**config.mk**
```make
export PLATFORM = sky130hd
export DESIGN_NAME = compass_heading_atan2_top
export DESIGN_NICKNAME = d
export VERILOG_FILES = /design/src/rtl/chd_pkg.sv /design/src/rtl/compass_heading_atan2_top.sv /design/src/rtl/chd_prep.sv /design/src/rtl/chd_cell.sv /design/src/rtl/chd_scale.sv
export SDC_FILE = /design/constraint.sdc
export NUM_CORES = 2
export LEC_CHECK = 0
export BUFFER_PORTS_ARGS = -buffer_cell sky130_fd_sc_hd__buf_4
export CORE_UTILIZATION = 40
export DETAILED_ROUTE_END_ITERATION = 8
export PLACE_DENSITY = 0.54
export SLEW_MARGIN = 20
export SYNTH_ARGS = -nofsm -noshare
export SYNTH_HDL_FRONTEND = slang
export SYNTH_SLANG_ARGS = --single-unit
```
**constraint.sdc**
```tcl
create_clock -name clk_i -period 9.7 [get_ports clk_i]
set_input_delay 1.94 -clock clk_i [delete_from_list [all_inputs] [get_ports clk_i]]
set_output_delay 1.94 -clock clk_i [all_outputs]
set_load 0.03 [all_outputs]
```
**src/rtl/chd_pkg.sv**
```systemverilog
// Shared constants for the compass heading block: CORDIC angle table and output scaling.
`timescale 1ns / 1ps
`default_nettype none
package chd_pkg;

  // Fractional guard bits added below the axis readings.
  localparam int GUARD_BITS = 8;

  // Length of the rotation angle table.
  localparam int TABLE_LEN = 24;

  // Binary angle width: a full turn is 2^ANGLE_WIDTH.
  localparam int ANGLE_WIDTH = 32;

  // Heading output width and tenths of a degree in one full turn.
  localparam int HEADING_WIDTH = 12;
  localparam logic [HEADING_WIDTH-1:0] TENTHS_PER_TURN = 12'd3600;

  // Half a turn, the start angle for vectors in the left half-plane.
  localparam logic [ANGLE_WIDTH-1:0] HALF_TURN = 32'h8000_0000;

  // Rounding offset of one half in the binary angle scaled to tenths.
  localparam logic [ANGLE_WIDTH+HEADING_WIDTH-1:0] ROUND_HALF = 44'h000_8000_0000;

  // round(atan(2^-i) / (2*pi) * 2^32) for each rotation step.
  localparam logic [ANGLE_WIDTH-1:0] STEP_ANGLE [TABLE_LEN] = '{
    32'h20000000, 32'h12E4051E, 32'h09FB385B, 32'h051111D4,
    32'h028B0D43, 32'h0145D7E1, 32'h00A2F61E, 32'h00517C55,
    32'h0028BE53, 32'h00145F2F, 32'h000A2F98, 32'h000517CC,
    32'h00028BE6, 32'h000145F3, 32'h0000A2FA, 32'h0000517D,
    32'h000028BE, 32'h0000145F, 32'h00000A30, 32'h00000518,
    32'h0000028C, 32'h00000146, 32'h000000A3, 32'h00000051
  };

endpackage
`default_nettype wire

```
**src/rtl/compass_heading_atan2_top.sv**
```systemverilog
// Top level of the compass heading block: input stage, CORDIC cell chain, output scaling.
//
// Takes one item of two signed axis readings (axis_x_i, axis_y_i) and returns
// one item holding the heading atan2(y, x) in tenths of a degree, 0 to 3599,
// counterclockwise from +X. Both channels use valid and stall; an item moves
// at a rising edge where valid is high and stall is low.
// From acceptance to the result on the output, an item passes one input
// stage, one register per CORDIC cell (min(CORDIC_STEPS, 24) cells), one
// multiplier stage and the output register. Throughput is one item per
// cycle while the output is not stalled; every stage has its own valid bit,
// so the chain keeps filling while a result waits, and in_stall_o rises
// only once every stage holds an item and the output is stalled.
// Reset clears all valid bits; no result is shown until an item passes through.
// While out_stall_i is high the output item holds steady.
`timescale 1ns / 1ps
`default_nettype none
module compass_heading_atan2_top
  import chd_pkg::*;
#(
  parameter int CORDIC_STEPS = 16,
  parameter int AXIS_WIDTH   = 16
) (
  input  wire logic                          clk_i,
  input  wire logic                          rst_ni,
  input  wire logic                          in_valid_i,
  output logic                               in_stall_o,
  input  wire logic signed [AXIS_WIDTH-1:0]  axis_x_i,
  input  wire logic signed [AXIS_WIDTH-1:0]  axis_y_i,
  output logic                               out_valid_o,
  input  wire logic                          out_stall_i,
  output logic [HEADING_WIDTH-1:0]           heading_tenths_o
);

  localparam int NSTEPS    = (CORDIC_STEPS < TABLE_LEN) ? CORDIC_STEPS : TABLE_LEN;
  // Sign, fold headroom and CORDIC gain above the guarded reading.
  localparam int VEC_WIDTH = AXIS_WIDTH + GUARD_BITS + 3;

  logic                        valid_s [NSTEPS+1];
  logic                        stall_s [NSTEPS+1];
  logic signed [VEC_WIDTH-1:0] x_s     [NSTEPS+1];
  logic signed [VEC_WIDTH-1:0] y_s     [NSTEPS+1];
  logic [ANGLE_WIDTH-1:0]      z_s     [NSTEPS+1];
  logic                        zero_s  [NSTEPS+1];

  chd_prep #(
    .AXIS_WIDTH (AXIS_WIDTH),
    .VEC_WIDTH  (VEC_WIDTH)
  ) u_prep (
    .clk_i    (clk_i),
    .rst_ni   (rst_ni),
    .valid_i  (in_valid_i),
    .stall_o  (in_stall_o),
    .axis_x_i (axis_x_i),
    .axis_y_i (axis_y_i),
    .valid_o  (valid_s[0]),
    .stall_i  (stall_s[0]),
    .x_o      (x_s[0]),
    .y_o      (y_s[0]),
    .z_o      (z_s[0]),
    .zero_o   (zero_s[0])
  );

  // Chain of rotation cells, one per CORDIC step.
  for (genvar i = 0; i < NSTEPS; i++) begin : g_cell
    chd_cell #(
      .VEC_WIDTH (VEC_WIDTH),
      .STEP      (i)
    ) u_cell (
      .clk_i   (clk_i),
      .rst_ni  (rst_ni),
      .valid_i (valid_s[i]),
      .stall_o (stall_s[i]),
      .x_i     (x_s[i]),
      .y_i     (y_s[i]),
      .z_i     (z_s[i]),
      .zero_i  (zero_s[i]),
      .valid_o (valid_s[i+1]),
      .stall_i (stall_s[i+1]),
      .x_o     (x_s[i+1]),
      .y_o     (y_s[i+1]),
      .z_o     (z_s[i+1]),
      .zero_o  (zero_s[i+1])
    );
  end

  chd_scale u_scale (
    .clk_i     (clk_i),
    .rst_ni    (rst_ni),
    .valid_i   (valid_s[NSTEPS]),
    .stall_o   (stall_s[NSTEPS]),
    .z_i       (z_s[NSTEPS]),
    .zero_i    (zero_s[NSTEPS]),
    .valid_o   (out_valid_o),
    .stall_i   (out_stall_i),
    .heading_o (heading_tenths_o)
  );

  // A delivered heading always lies inside one turn.
  a_heading_range: assert property (@(posedge clk_i) disable iff (!rst_ni)
    out_valid_o |-> (heading_tenths_o < TENTHS_PER_TURN))
    else $error("heading out of range");

  // The input side backs up only while a result waits at a stalled output.
  a_stall_cause: assert property (@(posedge clk_i) disable iff (!rst_ni)
    in_stall_o |-> (out_valid_o && out_stall_i))
    else $error("input stalled without a stalled output");

  // The first and last chain stages hold items whenever the input is stalled.
  a_chain_full: assert property (@(posedge clk_i) disable iff (!rst_ni)
    in_stall_o |-> (valid_s[0] && valid_s[NSTEPS]))
    else $error("input stalled with a bubble in the chain");

endmodule
`default_nettype wire

```
**src/rtl/chd_prep.sv**
```systemverilog
// Input stage: scales the reading and folds the left half-plane onto the right.
`timescale 1ns / 1ps
`default_nettype none
module chd_prep
  import chd_pkg::*;
#(
  parameter int AXIS_WIDTH = 16,
  parameter int VEC_WIDTH  = 27
) (
  input  wire logic                          clk_i,
  input  wire logic                          rst_ni,
  input  wire logic                          valid_i,
  output logic                               stall_o,
  input  wire logic signed [AXIS_WIDTH-1:0]  axis_x_i,
  input  wire logic signed [AXIS_WIDTH-1:0]  axis_y_i,
  output logic                               valid_o,
  input  wire logic                          stall_i,
  output logic signed [VEC_WIDTH-1:0]        x_o,
  output logic signed [VEC_WIDTH-1:0]        y_o,
  output logic [ANGLE_WIDTH-1:0]             z_o,
  output logic                               zero_o
);

  logic                        valid_q;
  logic signed [VEC_WIDTH-1:0] x_q, y_q, x_d, y_d, x_ext, y_ext;
  logic [ANGLE_WIDTH-1:0]      z_q, z_d;
  logic                        zero_q, zero_d;

  // The stage holds its item only while the next stage stalls.
  assign stall_o = valid_q && stall_i;

  // Sign-extend, add guard bits, and negate the vector when x is negative.
  always_comb begin
    x_ext  = VEC_WIDTH'(axis_x_i) <<< GUARD_BITS;
    y_ext  = VEC_WIDTH'(axis_y_i) <<< GUARD_BITS;
    zero_d = (axis_x_i == '0) && (axis_y_i == '0);
    if (axis_x_i[AXIS_WIDTH-1]) begin
      x_d = -x_ext;
      y_d = -y_ext;
      z_d = HALF_TURN;
    end else begin
      x_d = x_ext;
      y_d = y_ext;
      z_d = '0;
    end
  end

  always_ff @(posedge clk_i or negedge rst_ni) begin
    if (!rst_ni) begin
      valid_q <= 1'b0;
    end else if (!stall_o) begin
      valid_q <= valid_i;
    end
  end

  always_ff @(posedge clk_i) begin
    if (!stall_o && valid_i) begin
      x_q    <= x_d;
      y_q    <= y_d;
      z_q    <= z_d;
      zero_q <= zero_d;
    end
  end

  assign valid_o = valid_q;
  assign x_o     = x_q;
  assign y_o     = y_q;
  assign z_o     = z_q;
  assign zero_o  = zero_q;

endmodule
`default_nettype wire

```
**src/rtl/chd_cell.sv**
```systemverilog
// One CORDIC vectoring cell: a single rotation step with a fixed shift and angle.
`timescale 1ns / 1ps
`default_nettype none
module chd_cell
  import chd_pkg::*;
#(
  parameter int VEC_WIDTH = 27,
  parameter int STEP      = 0
) (
  input  wire logic                        clk_i,
  input  wire logic                        rst_ni,
  input  wire logic                        valid_i,
  output logic                             stall_o,
  input  wire logic signed [VEC_WIDTH-1:0] x_i,
  input  wire logic signed [VEC_WIDTH-1:0] y_i,
  input  wire logic [ANGLE_WIDTH-1:0]      z_i,
  input  wire logic                        zero_i,
  output logic                             valid_o,
  input  wire logic                        stall_i,
  output logic signed [VEC_WIDTH-1:0]      x_o,
  output logic signed [VEC_WIDTH-1:0]      y_o,
  output logic [ANGLE_WIDTH-1:0]           z_o,
  output logic                             zero_o
);

  logic                        valid_q;
  logic signed [VEC_WIDTH-1:0] x_q, y_q, x_d, y_d, xs, ys;
  logic [ANGLE_WIDTH-1:0]      z_q, z_d;
  logic                        zero_q;

  assign stall_o = valid_q && stall_i;

  // Rotate toward the x axis; the arithmetic shift rounds toward minus infinity.
  always_comb begin
    xs = x_i >>> STEP;
    ys = y_i >>> STEP;
    if (!y_i[VEC_WIDTH-1]) begin
      x_d = x_i + ys;
      y_d = y_i - xs;
      z_d = z_i + STEP_ANGLE[STEP];
    end else begin
      x_d = x_i - ys;
      y_d = y_i + xs;
      z_d = z_i - STEP_ANGLE[STEP];
    end
  end

  always_ff @(posedge clk_i or negedge rst_ni) begin
    if (!rst_ni) begin
      valid_q <= 1'b0;
    end else if (!stall_o) begin
      valid_q <= valid_i;
    end
  end

  always_ff @(posedge clk_i) begin
    if (!stall_o && valid_i) begin
      x_q    <= x_d;
      y_q    <= y_d;
      z_q    <= z_d;
      zero_q <= zero_i;
    end
  end

  assign valid_o = valid_q;
  assign x_o     = x_q;
  assign y_o     = y_q;
  assign z_o     = z_q;
  assign zero_o  = zero_q;

  // After the half-plane fold the x component never goes negative.
  a_x_nonneg: assert property (@(posedge clk_i) disable iff (!rst_ni)
    valid_q |-> !x_q[VEC_WIDTH-1])
    else $error("cordic cell holds a negative x component");

endmodule
`default_nettype wire

```
**src/rtl/chd_scale.sv**
```systemverilog
// Output stages: scale the binary angle to tenths of a degree, round and wrap.
`timescale 1ns / 1ps
`default_nettype none
module chd_scale
  import chd_pkg::*;
(
  input  wire logic                      clk_i,
  input  wire logic                      rst_ni,
  input  wire logic                      valid_i,
  output logic                           stall_o,
  input  wire logic [ANGLE_WIDTH-1:0]    z_i,
  input  wire logic                      zero_i,
  output logic                           valid_o,
  input  wire logic                      stall_i,
  output logic [HEADING_WIDTH-1:0]       heading_o
);

  localparam int PROD_WIDTH = ANGLE_WIDTH + HEADING_WIDTH;

  logic                     mul_valid_q, out_valid_q, mul_stall;
  logic [PROD_WIDTH-1:0]    prod_q, sum;
  logic                     zero_q;
  logic [HEADING_WIDTH-1:0] heading_q, heading_d;

  assign mul_stall = mul_valid_q && stall_i && out_valid_q;
  assign stall_o   = mul_stall;

  // Multiply stage: angle times tenths per turn.
  always_ff @(posedge clk_i or negedge rst_ni) begin
    if (!rst_ni) begin
      mul_valid_q <= 1'b0;
    end else if (!mul_stall) begin
      mul_valid_q <= valid_i;
    end
  end

  always_ff @(posedge clk_i) begin
    if (!mul_stall && valid_i) begin
      prod_q <= PROD_WIDTH'(z_i) * PROD_WIDTH'(TENTHS_PER_TURN);
      zero_q <= zero_i;
    end
  end

  // Round to nearest tenth; a full turn wraps to zero, as does the zero vector.
  always_comb begin
    sum = prod_q + ROUND_HALF;
    heading_d = sum[PROD_WIDTH-1:ANGLE_WIDTH];
    if (zero_q || (heading_d >= TENTHS_PER_TURN)) begin
      heading_d = '0;
    end
  end

  // Output register.
  always_ff @(posedge clk_i or negedge rst_ni) begin
    if (!rst_ni) begin
      out_valid_q <= 1'b0;
    end else if (!(out_valid_q && stall_i)) begin
      out_valid_q <= mul_valid_q;
    end
  end

  always_ff @(posedge clk_i) begin
    if (!(out_valid_q && stall_i) && mul_valid_q) begin
      heading_q <= heading_d;
    end
  end

  assign valid_o   = out_valid_q;
  assign heading_o = heading_q;

endmodule
`default_nettype wire
```
==> impl_summary.txt <==
----------------------------------------------------
[STA]
  Relative slew slack ... 0.267
  Sum of negative setup slack ... 0 ps
  Fmax ... 157 MHz
  Final setup slack of the worst path ... 3330 ps
  Unrepaired setup endpoints after global routing ... no
  Share of the clock period used by the worst path ... 0.657
  Clock period minus final worst setup slack ... 6370 ps
  Setup violators final ... 0
  Setup clock skew after layout ... 52.4 ps
  Final Slew Violations ... 0
  Number of hold violations in the final report ... 0
  Actual transition at the worst max-transition pin ... 1100 ps

[Setup path]
  Kind of critical path ... in -> out
  Category of the worst setup path capture point ... output pin
  Required time of the worst setup path ... 7760 ps
  Data arrival at the endpoint of the critical path ... 4430 ps
  FF-to-FF path depth ... 18
  Element type at the critical path start ... primary input
  Worst-path maximum fanout ... 5
  Launching instance or port of the critical path ... out_stall_i
  Source of the worst register-to-register timing path ... g_cell[15].u_cell.z_o[2]$_DFFE_PP_
  R2R setup slack ... 4030 ps
  Worst r2r dst ... u_scale.prod_q[40]$_DFFE_PP_

[CTS]
  Clock-pin transition on the worst setup and hold timing paths ... 60 ps
  Post-CTS repair timing setup buffer count ... 0
  Clock tree from TritonCTS ... done
  Clock net sink count ... 1235
  Hold buffer count at cts ... 0
  CTS Buf Count ... 157
  Root Buffer ... sky130_fd_sc_hd__clkbuf_16
  Worst skew pair latency ... 810 ps
  Maximum buffer depth of the clock tree ... 3
  Resize count post-CTS ... 0
  H-Tree Level Count ... 4

[Global route]
  Vias in the first global route ... 72116
  Wire length of the first global-routing pass ... 387000 um
  Met1 layer usage reported by global route ... 0.253
  Met2 Resource Use GR ... 0.325
  Routing layer with the top usage in global route ... met2
  Global-route total usage across every layer ... 0.190
  Largest net degree at the start of global routing ... 73
  Final global-route overflow total ... 0
  Global Route met3 Usage ... 0.0206
  Initial antenna violation count ... 6

[Route]
  DR iter-0 viols ... 4593
  Number of detailed-routing iterations run before antenna repair ... 5
  # DRC ... 0
  Routed length per instance ... 17.7 um
  Via-per-instance ratio ... 5.41
  Routed Wire Length ... 244000 um
  Via count ... 74331
  Final ANT Viol Nets ... 0

[Die]
  Die width ... 502 um
  Standard-cell rows ... 183
  Die height ... 502 um
  Initial core utilization ... 0.402
  Total Die Area ... 252000 sq um
  Core area ... 249000 sq um
  Number of top-level pins ... 50

[Finish]
  Layout cells sized above 1 ... 0.0448
  Net count of the finished layout ... 11655
  Area growth syn-to-layout ... 9.86%
  Fraction of the core area covered by cells at the end of the flow ... 0.442
  Non-filler cells, final ... 13749

[Worst hold path]
  Worst hold path cell count ... 0
  End point of the worst hold path ... g_cell[15].u_cell.zero_o$_DFFE_PP_
  Min-Delay Path Class ... reg -> reg
  Start point of the worst min-delay path ... g_cell[14].u_cell.zero_o$_DFFE_PP_

[Synth]
  Synthesized area per cell ... 9.86 sq um
  Summed instance area of the synthesized netlist ... 100000 sq um
  Top flip-flop cell by instance count after synthesis ... sky130_fd_sc_hd__edfxtp_1
  Total of flip-flops plus latches after synthesis ... 1235
  Count of flip-flops with a built-in enable after synthesis ... 1216
  YS warnings ... 0
  Share of synthesized area occupied by flip-flops and latches ... 0.370
  Post-Synthesis Cells ... 10145
  Yosys cell types ... 85
  Async set-or-reset flop fraction in the synthesized netlist ... 0.0154

[Place]
  Number of placed instances, taps included ... 13457
  Placement-stage worst setup slack ... 3300 ps
  Detail Placement HPWL ... 193000 um
  I/O Buffers ... 49
  Routability-driven placement congestion ratio ... 0.921

[Job]
  MaxCap Viol Count ... 0

[Run status]
  Run status ... completed

----------------------------------------------------
==> stage by stage <==
stage | area, sq um | hold WS, ps
6_report | 110000 | 419
3_3_place_gp | 105000 | 408
2_1_floorplan | 100000 | 400
5_1_grt | 110000 | 422
3_5_place_dp | 105000 | 407
4_1_cts | 110000 | 421
==> cells in the final DEF (no fill, tap or decap), types with 100 or more instances in the layout <==
| cell | instances |
|---|---|
| sky130_fd_sc_hd__ha_1 | 1246 |
| sky130_fd_sc_hd__edfxtp_1 | 1216 |
| sky130_fd_sc_hd__nor2_1 | 1014 |
| sky130_fd_sc_hd__xnor2_1 | 991 |
| sky130_fd_sc_hd__a21oi_1 | 980 |
| sky130_fd_sc_hd__inv_1 | 525 |
| sky130_fd_sc_hd__nand2_1 | 463 |
| sky130_fd_sc_hd__xor2_1 | 448 |
| sky130_fd_sc_hd__o21ai_0 | 431 |
| sky130_fd_sc_hd__a21o_1 | 368 |
| sky130_fd_sc_hd__nor3_1 | 306 |
| sky130_fd_sc_hd__nand3_1 | 172 |
| sky130_fd_sc_hd__clkbuf_16 | 164 |
| sky130_fd_sc_hd__o21a_1 | 157 |
| sky130_fd_sc_hd__nand2b_1 | 144 |
| sky130_fd_sc_hd__nor2b_1 | 139 |
| sky130_fd_sc_hd__o21bai_1 | 134 |
| sky130_fd_sc_hd__a31oi_1 | 102 |
| sky130_fd_sc_hd__buf_4 | 100 |
==> critical path, stage by stage <==
cell and delay [ps]:
sky130_fd_sc_hd__buf_4 110, sky130_fd_sc_hd__and4_1 200, sky130_fd_sc_hd__and3_1 270, sky130_fd_sc_hd__nand2_1 150, sky130_fd_sc_hd__nor3_1 430, sky130_fd_sc_hd__and4_1 340, sky130_fd_sc_hd__nand2_1 120, sky130_fd_sc_hd__inv_1 130
sky130_fd_sc_hd__nand2_1 90, sky130_fd_sc_hd__nor2_1 250, sky130_fd_sc_hd__nand2_1 160, sky130_fd_sc_hd__inv_1 80, sky130_fd_sc_hd__buf_4 160
==> synthesized netlist by cell type, types with 42 or more instances <==
cell	count	area share
sky130_fd_sc_hd__o21bai_1	134	0.010
sky130_fd_sc_hd__nor2b_1	145	0.0091
sky130_fd_sc_hd__and2_1	70	0.0044
sky130_fd_sc_hd__nor3_1	306	0.015
sky130_fd_sc_hd__a21o_1	368	0.028
sky130_fd_sc_hd__nor4_1	62	0.0039
sky130_fd_sc_hd__clkbuf_1	101	0.0038
sky130_fd_sc_hd__xnor2_1	991	0.087
sky130_fd_sc_hd__o31ai_1	46	0.0035
sky130_fd_sc_hd__or3_1	79	0.0049
sky130_fd_sc_hd__nand3_1	172	0.0086
sky130_fd_sc_hd__nor2_1	1014	0.038
sky130_fd_sc_hd__ha_1	1246	0.16
sky130_fd_sc_hd__a31oi_1	103	0.0064
sky130_fd_sc_hd__fa_1	86	0.017
sky130_fd_sc_hd__a211oi_1	67	0.0050
sky130_fd_sc_hd__nand4_1	55	0.0034
sky130_fd_sc_hd__o21ai_0	431	0.022
sky130_fd_sc_hd__o41ai_1	42	0.0037
sky130_fd_sc_hd__nand2b_1	144	0.0090
sky130_fd_sc_hd__xor2_1	448	0.039
sky130_fd_sc_hd__edfxtp_1	1216	0.36
sky130_fd_sc_hd__nand2_1	463	0.017
sky130_fd_sc_hd__inv_1	525	0.020
sky130_fd_sc_hd__o21a_1	157	0.012
sky130_fd_sc_hd__and3_1	92	0.0058
sky130_fd_sc_hd__a21oi_1	981	0.049
==> worst max path at each step <==
| stage | depth (start not counted) | to |
|---|---|---|
| 4_1_cts | 13 | in_stall_o |
| 6_report | 13 | in_stall_o |
| 3_5_place_dp | 13 | in_stall_o |
| 3_3_place_gp | 13 | in_stall_o |
| 2_1_floorplan | 4 | g_cell[11].u_cell.x_o[0]$_DFFE_PP_ |
| 5_1_grt | 13 | in_stall_o |
==> kinds of logic (layout without fill, tap and decap cells) <==
kind of cell | after synthesis | after routing | share of synthesized area
mux | 65 | 65 | 0.00696
fa+ha+maj | 1332 | 1332 | 0.173
compound gates | 2678 | 2678 | 0.169
other cells | 1 | 6 | 0.0000375
flops | 1235 | 1235 | 0.370
simple gates | 2747 | 2747 | 0.131
buf+inv | 648 | 917 | 0.0243
xor+xnor | 1439 | 1439 | 0.126
==> metal layers <==
layer | wire length (um) | part of all wire | vias up
li1 | - | - | 37565
met1 | 115000 | 0.47 | 35291
met2 | 115000 | 0.47 | 1158
met3 | 8060 | 0.033 | 317
met4 | 5570 | 0.023 | 0
met5 | 0 | 0 | -
==> layout make-up <==
| class | count | area (sq um) |
|---|---|---|
| Multi-Input combinational cell | 8264 | 60800 |
| Clock inverter | 94 | 1030 |
| Timing Repair Buffer | 101 | 771 |
| Tap cell | 3330 | 4170 |
| Clock buffer | 194 | 4230 |
| Antenna cell | 3 | 7.51 |
| Inverter | 528 | 1980 |
| Fill cell | 23773 | 139000 |
| Sequential cell | 1235 | 37000 |
==> sequential cells by signal, indices dropped and copies added, names as in the netlist <==
signal                 count
u_scale.prod_q            13
u_prep.valid_o             1
u_scale.heading_o         12
g_cell.u_cell.valid_o     16
g_cell.u_cell.z_o        439
u_prep.x_o                19
g_cell.u_cell.x_o        338
u_scale.mul_valid_q        1
g_cell.u_cell.zero_o      16
u_scale.valid_o            1
g_cell.u_cell.y_o        357
u_prep.zero_o              1
u_prep.y_o                19
u_scale.zero_q             1
u_prep.z_o                 1
Power is not shown: default switching activity piles up to over one toggle a cycle in this logic, so the estimate is an artifact.
